### src/hw/rtl/mexp_pkg.sv
package mexp_pkg;

    localparam int MODULUS_BITS = 31;
    localparam int BASE_BITS    = 63;
    localparam int EXP_BITS     = 31;
    localparam int PROD_BITS    = 2 * MODULUS_BITS;

    // one quotient bit per cycle over the full base width
    localparam int REDUCE_STEPS = BASE_BITS;
    localparam int CNT_BITS     = $clog2(REDUCE_STEPS);
    localparam logic [CNT_BITS-1:0] CNT_LAST = CNT_BITS'(REDUCE_STEPS - 1);

    localparam logic [MODULUS_BITS-1:0] MODULUS_RESET = MODULUS_BITS'(1000000007);

    localparam int IN_DATA_BITS  = 96;
    localparam int OUT_DATA_BITS = 32;

    localparam int APB_ADDR_BITS = 3;
    localparam logic [APB_ADDR_BITS-3:0] REG_MODULUS = '0;

    typedef enum logic [2:0] {
        ST_IDLE,
        ST_START,
        ST_RED_BASE,
        ST_CHECK,
        ST_RED_ACC,
        ST_RED_SQ,
        ST_FINISH
    } state_t;

    typedef struct packed {
        logic load;       // take a new request into the datapath
        logic acc_clear;  // force accumulator to zero
        logic step;       // one restoring-division step
        logic mul_acc;    // acc * base into the reduction register, exponent - 1
        logic mul_sq;     // base * base into the reduction register, exponent / 2
        logic wb_base;    // remainder into base on the last step
        logic wb_acc;     // remainder into accumulator on the last step
        logic out_load;   // accumulator into the result register
    } cmd_t;

    typedef struct packed {
        logic exp_zero;
        logic exp_odd;
        logic mod_zero;
        logic last_step;
    } status_t;

endpackage

### src/hw/rtl/modular_exponentiation_core.sv
// Modular exponentiation core: base ** exponent mod modulus.
// Request stream s_axis: tdata carries base_value (63 bits) and exponent (31 bits).
// Result stream m_axis: tdata carries power_result (31 bits), one per request.
// APB port: register 0 at address 0 is the modulus (31 bits, reset 1000000007);
// write it only while the core is idle.
// One request is processed at a time with square-and-multiply. The base is
// first reduced modulo the modulus; each step then does a combinational 31x31
// multiply into the reduction register and a bit-serial restoring reduction of
// its 63 bits. A request takes popcount(exponent) + floor(log2(exponent)) steps,
// at most 61. A zero exponent (or a zero modulus) goes straight to finish.
// s_axis_tready is high while the core is idle. The result sits in an output
// register; the next request is accepted while it waits, and a finished result
// is held back until the receiver has taken the previous one.
// Reset (rst_n low, asynchronous) drops any request in flight, clears the output
// valid and restores the modulus to its reset value.
module modular_exponentiation_core
(
    input  logic                                 clk,
    input  logic                                 rst_n,
    input  logic                                 s_axis_tvalid,
    output logic                                 s_axis_tready,
    // [62:0] base_value, [93:63] exponent, [95:94] zero
    input  logic [mexp_pkg::IN_DATA_BITS-1:0]    s_axis_tdata,
    output logic                                 m_axis_tvalid,
    input  logic                                 m_axis_tready,
    // [30:0] power_result, [31] zero
    output logic [mexp_pkg::OUT_DATA_BITS-1:0]   m_axis_tdata,
    input  logic                                 psel,
    input  logic                                 penable,
    input  logic                                 pwrite,
    input  logic [mexp_pkg::APB_ADDR_BITS-1:0]   paddr,
    input  logic [31:0]                          pwdata,
    output logic [31:0]                          prdata,
    output logic                                 pready
);

    logic [mexp_pkg::MODULUS_BITS-1:0] modulus_reg;
    logic [mexp_pkg::MODULUS_BITS-1:0] power_result;
    logic                              reg_hit;
    mexp_pkg::cmd_t                    cmd;
    mexp_pkg::status_t                 status;

    assign pready  = 1'b1;
    assign reg_hit = (paddr[mexp_pkg::APB_ADDR_BITS-1:2] == mexp_pkg::REG_MODULUS);

    always_ff @(posedge clk or negedge rst_n)
    begin
        if (!rst_n)
            modulus_reg <= mexp_pkg::MODULUS_RESET;
        else if (psel && penable && pwrite && pready && reg_hit)
            modulus_reg <= pwdata[mexp_pkg::MODULUS_BITS-1:0];
    end

    assign prdata = reg_hit ? 32'(modulus_reg) : 32'd0;

    mexp_ctrl u_ctrl
    (
        .clk       (clk),
        .rst_n     (rst_n),
        .in_valid  (s_axis_tvalid),
        .in_ready  (s_axis_tready),
        .out_valid (m_axis_tvalid),
        .out_ready (m_axis_tready),
        .status    (status),
        .cmd       (cmd)
    );

    mexp_datapath u_datapath
    (
        .clk          (clk),
        .rst_n        (rst_n),
        .cmd          (cmd),
        .status       (status),
        .modulus      (modulus_reg),
        .base_value   (s_axis_tdata[mexp_pkg::BASE_BITS-1:0]),
        .exponent     (s_axis_tdata[mexp_pkg::BASE_BITS +: mexp_pkg::EXP_BITS]),
        .power_result (power_result)
    );

    assign m_axis_tdata = mexp_pkg::OUT_DATA_BITS'(power_result);

endmodule

### src/hw/rtl/mexp_datapath.sv
module mexp_datapath
(
    input  logic                                clk,
    input  logic                                rst_n,
    input  mexp_pkg::cmd_t                      cmd,
    output mexp_pkg::status_t                   status,
    input  logic [mexp_pkg::MODULUS_BITS-1:0]   modulus,
    input  logic [mexp_pkg::BASE_BITS-1:0]      base_value,
    input  logic [mexp_pkg::EXP_BITS-1:0]       exponent,
    output logic [mexp_pkg::MODULUS_BITS-1:0]   power_result
);

    logic [mexp_pkg::BASE_BITS-1:0]    red_reg;
    logic [mexp_pkg::MODULUS_BITS-1:0] rem_reg;
    logic [mexp_pkg::CNT_BITS-1:0]     cnt_reg;
    logic [mexp_pkg::MODULUS_BITS-1:0] base_reg;
    logic [mexp_pkg::MODULUS_BITS-1:0] acc_reg;
    logic [mexp_pkg::EXP_BITS-1:0]     exp_reg;
    logic [mexp_pkg::MODULUS_BITS-1:0] res_reg;

    logic [mexp_pkg::MODULUS_BITS:0]   rem_shift;
    logic [mexp_pkg::MODULUS_BITS:0]   rem_sub;
    logic [mexp_pkg::MODULUS_BITS-1:0] rem_next;
    logic [mexp_pkg::PROD_BITS-1:0]    mul_a;
    logic [mexp_pkg::PROD_BITS-1:0]    prod;

    // remainder stays below the modulus, so the shifted value fits one extra bit
    assign rem_shift = {rem_reg, red_reg[mexp_pkg::BASE_BITS-1]};
    assign rem_sub   = rem_shift - {1'b0, modulus};

    always_comb
    begin
        if (rem_shift >= {1'b0, modulus})
            rem_next = rem_sub[mexp_pkg::MODULUS_BITS-1:0];
        else
            rem_next = rem_shift[mexp_pkg::MODULUS_BITS-1:0];
    end

    assign mul_a = cmd.mul_acc ? mexp_pkg::PROD_BITS'(acc_reg)
                               : mexp_pkg::PROD_BITS'(base_reg);
    assign prod  = mul_a * mexp_pkg::PROD_BITS'(base_reg);

    always_ff @(posedge clk or negedge rst_n)
    begin
        if (!rst_n)
        begin
            red_reg  <= '0;
            rem_reg  <= '0;
            cnt_reg  <= '0;
            base_reg <= '0;
            acc_reg  <= '0;
            exp_reg  <= '0;
            res_reg  <= '0;
        end
        else
        begin
            if (cmd.load)
            begin
                red_reg  <= base_value;
                rem_reg  <= '0;
                cnt_reg  <= '0;
                exp_reg  <= exponent;
                acc_reg  <= mexp_pkg::MODULUS_BITS'(1);
            end
            else if (cmd.mul_acc || cmd.mul_sq)
            begin
                red_reg <= mexp_pkg::BASE_BITS'(prod);
                rem_reg <= '0;
                cnt_reg <= '0;
                if (cmd.mul_acc)
                    exp_reg <= exp_reg - mexp_pkg::EXP_BITS'(1);
                else
                    exp_reg <= exp_reg >> 1;
            end
            else if (cmd.step)
            begin
                red_reg <= red_reg << 1;
                rem_reg <= rem_next;
                cnt_reg <= cnt_reg + mexp_pkg::CNT_BITS'(1);
                if (cmd.wb_base)
                    base_reg <= rem_next;
                if (cmd.wb_acc)
                    acc_reg <= rem_next;
            end
            else if (cmd.acc_clear)
            begin
                acc_reg <= '0;
            end

            if (cmd.out_load)
                res_reg <= acc_reg;
        end
    end

    assign status.exp_zero  = (exp_reg == '0);
    assign status.exp_odd   = exp_reg[0];
    assign status.mod_zero  = (modulus == '0);
    assign status.last_step = (cnt_reg == mexp_pkg::CNT_LAST);

    assign power_result = res_reg;

endmodule

### src/hw/rtl/mexp_ctrl.sv
module mexp_ctrl
(
    input  logic              clk,
    input  logic              rst_n,
    input  logic              in_valid,
    output logic              in_ready,
    output logic              out_valid,
    input  logic              out_ready,
    input  mexp_pkg::status_t status,
    output mexp_pkg::cmd_t    cmd
);

    mexp_pkg::state_t state_reg, state_next;
    logic             out_valid_reg, out_valid_next;

    always_ff @(posedge clk or negedge rst_n)
    begin
        if (!rst_n)
        begin
            state_reg     <= mexp_pkg::ST_IDLE;
            out_valid_reg <= 1'b0;
        end
        else
        begin
            state_reg     <= state_next;
            out_valid_reg <= out_valid_next;
        end
    end

    always_comb
    begin
        state_next = state_reg;
        cmd        = '0;
        in_ready   = 1'b0;

        case (state_reg)
            mexp_pkg::ST_IDLE:
            begin
                in_ready = 1'b1;
                if (in_valid)
                begin
                    cmd.load   = 1'b1;
                    state_next = mexp_pkg::ST_START;
                end
            end
            mexp_pkg::ST_START:
            begin
                // zero exponent answers 1 even for a modulus of one or zero
                if (status.exp_zero)
                    state_next = mexp_pkg::ST_FINISH;
                else if (status.mod_zero)
                begin
                    cmd.acc_clear = 1'b1;
                    state_next    = mexp_pkg::ST_FINISH;
                end
                else
                    state_next = mexp_pkg::ST_RED_BASE;
            end
            mexp_pkg::ST_RED_BASE:
            begin
                cmd.step    = 1'b1;
                cmd.wb_base = status.last_step;
                if (status.last_step)
                    state_next = mexp_pkg::ST_CHECK;
            end
            mexp_pkg::ST_CHECK:
            begin
                if (status.exp_zero)
                    state_next = mexp_pkg::ST_FINISH;
                else if (status.exp_odd)
                begin
                    cmd.mul_acc = 1'b1;
                    state_next  = mexp_pkg::ST_RED_ACC;
                end
                else
                begin
                    cmd.mul_sq = 1'b1;
                    state_next = mexp_pkg::ST_RED_SQ;
                end
            end
            mexp_pkg::ST_RED_ACC:
            begin
                cmd.step   = 1'b1;
                cmd.wb_acc = status.last_step;
                if (status.last_step)
                    state_next = mexp_pkg::ST_CHECK;
            end
            mexp_pkg::ST_RED_SQ:
            begin
                cmd.step    = 1'b1;
                cmd.wb_base = status.last_step;
                if (status.last_step)
                    state_next = mexp_pkg::ST_CHECK;
            end
            mexp_pkg::ST_FINISH:
            begin
                // wait here only while the previous result is still unclaimed
                if (!out_valid_reg || out_ready)
                begin
                    cmd.out_load = 1'b1;
                    state_next   = mexp_pkg::ST_IDLE;
                end
            end
            default:
            begin
                state_next = mexp_pkg::ST_IDLE;
            end
        endcase
    end

    always_comb
    begin
        if (cmd.out_load)
            out_valid_next = 1'b1;
        else if (out_ready)
            out_valid_next = 1'b0;
        else
            out_valid_next = out_valid_reg;
    end

    assign out_valid = out_valid_reg;

endmodule
### config.mk
export PLATFORM = sky130hd
export DESIGN_NAME = modular_exponentiation_core
export DESIGN_NICKNAME = d
export VERILOG_FILES = /design/src/hw/rtl/mexp_pkg.sv /design/src/hw/rtl/modular_exponentiation_core.sv /design/src/hw/rtl/mexp_datapath.sv /design/src/hw/rtl/mexp_ctrl.sv
export SDC_FILE = /design/constraint.sdc
export NUM_CORES = 2
export LEC_CHECK = 0
export BUFFER_PORTS_ARGS = -buffer_cell sky130_fd_sc_hd__buf_4
export CORE_MARGIN = 2
export CORE_UTILIZATION = 65
export CTS_CLUSTER_SIZE = 25
export DETAILED_ROUTE_END_ITERATION = 10
export PLACE_DENSITY = 0.88
export RECOVER_POWER = 50
export SLEW_MARGIN = 40
export SYNTH_ARGS = -nofsm -noshare
export SYNTH_HDL_FRONTEND = slang
export SYNTH_SLANG_ARGS = --single-unit
### constraint.sdc
create_clock -name clk -period 12.8 [get_ports clk]
set_input_delay 0.64 -clock clk [delete_from_list [all_inputs] [get_ports clk]]
set_output_delay 0.64 -clock clk [all_outputs]
set_load 0.02 [all_outputs]
Word level (Yosys, flattened, before mapping)
Index checks and enable logic that the tools add are counted.
Storage, ports and cells
  register bits after elaboration: 259
  bits in latches: 0
  bits in writable memories: 0
  memory bits (read-only): 0
  input bits: 138
  output and inout bits: 67
  memories kept: 0
Operators by class
  add/subtract/negate cells: 3
  multipliers: 1
  div/mod/pow operators: 0
  $lt $le $gt $ge: 1
  equal/unequal tests: 12
  shift operators: 0
  muxes and demuxes: 45
  bitwise operators: 3
  reductions and logical operators: 18
Operators with widths (count)
  31-bit 2-to-1 mux: 14
  63-bit 2-to-1 mux: 3
  31-bit zero test: 2
  62-bit by 31-bit multiplier with 62-bit output: 1
  32-bit by 31-bit greater-or-equal comparator with 1-bit output: 1
  31-bit by 1-bit subtractor with 31-bit output (second input constant): 1
  31-bit subtractor: 1
  3-bit 2-to-1 mux: 6
  6-bit 2-to-1 mux: 3
  1-bit 2-to-1 mux: 16
  3-bit one-hot mux with 5 select lines: 1
  3-bit == test (second input constant): 3
  6-bit by 1-bit adder with 6-bit output (second input constant): 1
  3-bit by 2-bit == test with 1-bit output (second input constant): 2
  6-bit == test (second input constant): 1
  3-bit AND reduction: 2
  3-bit nonzero test: 2
  2-bit 2-to-1 mux: 2
  2-bit by 1-bit != test with 1-bit output (second input constant): 2
  2-bit != test (second input constant): 2
  4-bit AND reduction: 1
  2-bit nonzero test: 2
  3-bit by 1-bit == test with 1-bit output (second input constant): 1
  1-bit logical AND: 3
  7 further kinds: 10

Logic depth before layout (Yosys ltp)
  depth in word-level cells: 8
  gate-level depth with buffers: 40

Hierarchy
A second synthesis with hierarchy kept.
Unflattened totals
  cell total of the unflattened synthesis: 5007
  area total of the unflattened synthesis: 45894.0 µm²
Modules (own cells, without submodules)
  mexp_datapath: instances 1, cells each 4863, area an instance 44003.5 µm², seq. area each 5605.4 µm²
  modular_exponentiation_core: instances 1, cells each 105, area an instance 1550.2 µm², seq. area each 795.8 µm²
  mexp_ctrl: instances 1, cells each 39, area an instance 340.3 µm², seq. area each 100.1 µm²

Worst setup path before layout
Ideal clock, no wire load.
  path kind: flip-flop to flip-flop
  start point: reg u_datapath.exp_reg[0] (netlist name)
  end point: reg u_datapath.red_reg[60] (netlist name)
  arrival time: 10.015 ns
  required time: 12.676 ns
  path slack: 2.661 ns
  stages on the path, launching flop included: 39
  clock period less this slack: 10.139 ns
  cell sequence: dfrtp_1 > clkbuf_1 > inv_1 > ha_1 > nor3b_1 > nand4_1 > nor4_4 > a31oi_2 > and3b_1 > buf_6 > nand2_8 > buf_6 > mux2_4 > clkbuf_2 > and2_1 > fa_1 > inv_1 > fa_1 > [3 not listed] > fa_1 > inv_1 > fa_1 > fa_1 > fa_1 > fa_1 > ha_1 > clkbuf_1 > nand2_1 > o21ai_0 > nor4_1 > o21ai_0 > a31oi_1 > o41ai_1 > a21oi_1 > a211oi_1 > a221oi_1 > a211o_1
On the way
  word-level cells in the longest chain between the ends: 7
  elaborated cells on any way between the ends: 11
RTL lines
  start, declared: line mexp_datapath.sv:18  | logic [mexp_pkg::EXP_BITS-1:0] exp_reg;
  start signal, assigned: line mexp_datapath.sv:62  | exp_reg <= exponent;
  start signal, assigned: line mexp_datapath.sv:71  | exp_reg <= exp_reg - mexp_pkg::EXP_BITS'(1);
  start signal, assigned: line mexp_datapath.sv:73  | exp_reg <= exp_reg >> 1;
  31-bit zero test or 1-bit 2-to-1 mux (tied branches): line mexp_datapath.sv:95, mexp_ctrl.sv:70
  2-bit 2-to-1 mux *: line mexp_ctrl.sv:68  | if (status.exp_zero)
  2-bit 2-to-1 mux *: line mexp_ctrl.sv:36  | case (state_reg)
  31-bit 2-to-1 mux: line mexp_datapath.sv:39  | assign mul_a = cmd.mul_acc ? mexp_pkg::PROD_BITS'(acc_reg)
  62-bit by 31-bit multiplier with 62-bit output: line mexp_datapath.sv:41  | assign prod = mul_a * mexp_pkg::PROD_BITS'(base_reg);
  63-bit 2-to-1 mux: line mexp_datapath.sv:65  | else if (cmd.mul_acc || cmd.mul_sq)
  63-bit 2-to-1 mux: line mexp_datapath.sv:57  | if (cmd.load)
  end signal, assigned: line mexp_datapath.sv:59  | red_reg <= base_value;
  end signal, assigned: line mexp_datapath.sv:67  | red_reg <= mexp_pkg::BASE_BITS'(prod);
  end signal, assigned: line mexp_datapath.sv:77  | red_reg <= red_reg << 1;
  end, declared: line mexp_datapath.sv:13  | logic [mexp_pkg::BASE_BITS-1:0] red_reg;
Every way passes the cells marked *; elsewhere a longest branch is shown, timed or not.
A chain may end at the register's enable or synchronous reset.

Worst setup path in the final report
Same ends and word-level chain as after synthesis.

==> flow_metrics.py <==
metrics = {
    "sta": {
        "fin_worst_skew_ps": 16.5,
        "timing.final.hold_violations": 0,
        "max_clock_freq_ghz": 0.0833,
        "max_slew_margin": -1.72,
        "hold-worst-slack_ps": 232,
        "timing.final.crit_period_ps": 12000,
        "worst_pin_slew_ps": 4080,
        "setup_total_negative_slack_ps": 0,
        "slew_limit_fails": 288,
        "setup_viol": 0,
        "timing.final.crit_share": 0.938,
        "rsz0062_at_grt": "false",
    },
    "grt": {
        "total_routing_usage_reported_by_global_routing": 0.363,
        "grt_antenna_before_repair": 8,
        "largest_net_degree_at_the_start_of_global_routing": 97,
        "number_of_global_route_vias_before_repair": 38900,
        "grt-ovfl-total": 0,
        "grt_first_pass_wirelength_mm": 203,
    },
    "pwr": {
        "static-leakage-power_uw": 0.0243,
        "sw_frac_of_total": 0.405,
        "share_seq_of_total_power": 0.319,
        "switchingPower_uw": 1260,
        "ir_drop_mv": 0.151,
        "internal-power_uw": 1850,
        "pd_cells_mw_per_mm2": 65.3,
        "report.power.total_uw": 3120,
        "p_comb_frac": 0.411,
        "power.clock.fraction": 0.270,
    },
    "clock_network": {
        "clock_tree.htree_level_count": 1,
        "cts-resized-gates": 0,
        "cts_buffers": 29,
        "clock-sinks": 259,
        "clockRootBuffer": "sky130_fd_sc_hd__clkbuf_16",
        "ctsLongestPathBuffers": 3,
        "worst_setup_hold_path_clk_slew_ps": 70,
        "insertion_delay_ps": 600,
        "cts_tree": "built",
    },
    "synthesis": {
        "yosys.area_share.xor_xnor": 0.0192,
        "asyncSetResetFlopFracSynth": 1.00,
        "yosys.area_share.adder": 0.452,
        "synthesis.area_sq_mm": 0.0451,
        "synth.ff_latch_count": 259,
        "synth-edff-count": 0,
        "post_synth_most_frequent_cells": "sky130_fd_sc_hd__fa_1 (838), sky130_fd_sc_hd__inv_1 (837), sky130_fd_sc_hd__nand2_1 (635), sky130_fd_sc_hd__and2_1 (491), sky130_fd_sc_hd__ha_1 (289)",
        "post_synth_inst_count": 4916,
        "netlist.top_cell.by_area": "sky130_fd_sc_hd__fa_1",
        "synth_warnings": 0,
        "dominant_combinational_cell_family_by_area_after_synthesis": "adder cells",
        "netlist_top_cells_area": "sky130_fd_sc_hd__fa_1 (37%), sky130_fd_sc_hd__dfrtp_1 (13%), sky130_fd_sc_hd__ha_1 (8.0%)",
        "synth_simple_gate_area_frac": 0.161,
        "share_of_the_synthesized_area_in_compound_gates_ao_oa_aoi_oai": 0.0942,
        "synth_flop_cell": "sky130_fd_sc_hd__dfrtp_1",
        "netlist.area_leader.share": 0.372,
        "most_frequent_cell_after_synthesis": "sky130_fd_sc_hd__fa_1",
        "post_synth.cell_area_avg_sq_um": 9.17,
        "yosysUniqueCellTypes": 78,
        "synth.area.mux_share": 0.0294,
        "synth_sequential_area_ratio": 0.144,
    },
    "detailed_routing": {
        "antenna_violating_nets_post_route": 0,
        "post-route-drc-count": 0,
        "wl_per_cell_microns": 21.4,
        "via_per_inst": 6.13,
        "drt_pre_antenna_iters": 7,
        "detailroute.via_count": 35900,
        "routed_wl_mm": 125,
        "first_iter_violations": 3317,
    },
    "worst_hold_path": {
        "timing.hold.worst.start": "m_axis_tready",
        "worstHoldPathType": "in2reg",
        "min_delay_path_depth": 2,
        "min_to": "u_ctrl.out_valid$_DFFE_PN0P_",
    },
    "die": {
        "ios": 205,
        "die_x_microns": 267,
        "coreArea_sq_mm": 0.0686,
        "die_y_microns": 267,
        "dieArea_sq_mm": 0.0715,
        "number_of_placement_rows": 96,
        "starting_density": 0.657,
    },
    "layout": {
        "number_of_nets_in_the_finished_design": 6162,
        "postLayoutCoreUtil": 0.696,
        "area_delta_synth_final_pct": 5.87,
        "max_ffs_per_register": 63,
        "drive_gt1_frac": 0.0809,
        "final.fill_count": 4977,
    },
    "run": {
        "cap_viol_max_count": 5,
    },
    "worst_setup_path": {
        "critical_path.endpoint_type": "flop",
        "r2r_path_start": "u_datapath.exp_reg[0]$_DFFE_PN0N_",
        "cp.arrival_ps": 12490,
        "timing.rr.end": "u_datapath.red_reg[60]$_DFFE_PN0P_",
        "worst_r2r_path_depth": 34,
        "crit_fanout": 43,
        "crit_path_start_kind": "flop",
        "path_common_cell": "sky130_fd_sc_hd__fa_1",
        "cp_slowest_stage_delay_ps": 690,
        "req_time_crit_path_ps": 13290,
        "worst_path_max_delay_cell": "sky130_fd_sc_hd__o41ai_1",
        "timing.reg2reg.setup_slack_ps": 800,
        "crit_type": "reg2reg",
    },
    "placement": {
        "place.port_buffers": 196,
        "finalWeightedCongestion": 0.955,
        "post-dp-hpwl_mm": 97.3,
    },
    "run_status": {
        "outcome": "finished, violations left",
        "violations_in_the_final_reports": "capacitance limit, slew limit",
    },
}
## per-stage QoR
| step | std cells | setup slack [ps] | area (sq um) |
|---|---|---|---|
| finish | 5858 | 796 | 47700 |
| global route | 5857 | 436 | 47700 |
| CTS | 5850 | 1060 | 47900 |
| detailed placement | 5796 | 1110 | 46900 |
| global placement | 5794 | 1220 | 46900 |
| floorplan | 4917 | 2660 | 45100 |
## placed cells by master (no fill, tap or decap), drive strengths merged, types with 19 or more instances in the layout
cell and count:
o21bai 20, nand2 637, inv 842, a22oi 23, xor2 32, nor2 218
buf 223, a21oi 164, clkbuf 70, nand4 31, a211oi 49, o21ai 209
o21a 26, fa 838, mux2i 19, dfrtp 243, xnor2 67, a31oi 34
a21o 47, and2 491, mux2 94, nor3 22, ha 289
## power by group through the flow
stage	Clock [uW]	Sequential [uW]	Combinational [uW]
finish	841	993	1280
global route	879	1000	1380
CTS	853	989	1250
detailed placement	0	1000	1240
global placement	0	999	1210
floorplan	0	978	853
## what timing repair did
action                    4_1_cts  5_1_grt
hold endpoints to repair        6        0
setup buffers                   0        0
hold buffers                    1        0
## worst max-delay path, delay by kind of cell (launching register included)
family,cells,cell delay (ps)
buf+inv,6,740
fa+ha+maj,10,4610
mux,1,500
compound gates,10,3020
flops,1,370
simple gates,7,2580
## worst max path at each step
stage	start	endpoint	slack (ps)	depth (start not counted)
2_1_floorplan	u_datapath.exp_reg[0]$_DFFE_PN0N_	u_datapath.red_reg[60]$_DFFE_PN0P_	2660	38
3_3_place_gp	u_datapath.exp_reg[0]$_DFFE_PN0N_	u_datapath.red_reg[60]$_DFFE_PN0P_	1220	34
3_5_place_dp	u_datapath.exp_reg[0]$_DFFE_PN0N_	u_datapath.red_reg[60]$_DFFE_PN0P_	1110	34
4_1_cts	u_datapath.exp_reg[0]$_DFFE_PN0N_	u_datapath.red_reg[60]$_DFFE_PN0P_	1060	32
5_1_grt	u_datapath.exp_reg[0]$_DFFE_PN0N_	u_datapath.red_reg[60]$_DFFE_PN0P_	440	32
6_report	u_datapath.exp_reg[0]$_DFFE_PN0N_	u_datapath.red_reg[60]$_DFFE_PN0P_	800	34
## cell type report
type,instances,area [sq um],area share
multi-input combinational,3513,34200,0.716
sequential,259,6500,0.136
inverter,837,3140,0.0658
timing repair buffer,257,1810,0.0380
tap,931,1160,0.0244
clock buffer,37,776,0.0163
clock inverter,16,155,0.00325
antenna,8,20.0,0.000419
## layer usage
layer / up-vias / share of wire / global-route usage
met5: - / 0.00022 / 0
met4: 4 / 0.063 / 0.196
met3: 546 / 0.10 / 0.0748
met2: 2084 / 0.48 / 0.605
met1: 18000 / 0.35 / 0.445
li1: 15200 / - / -
## cells by family (layout without fill, tap and decap cells)
| kind of cell | Yosys count | count (layout) |
|---|---|---|
| buf+inv | 1145 | 1147 |
| simple gates | 1495 | 1495 |
| xor+xnor | 99 | 99 |
| mux | 113 | 113 |
| compound gates | 676 | 676 |
| other cells | 2 | 11 |
| fa+ha+maj | 1127 | 1127 |
| flops | 259 | 259 |
(Power assumes the default switching activity.)
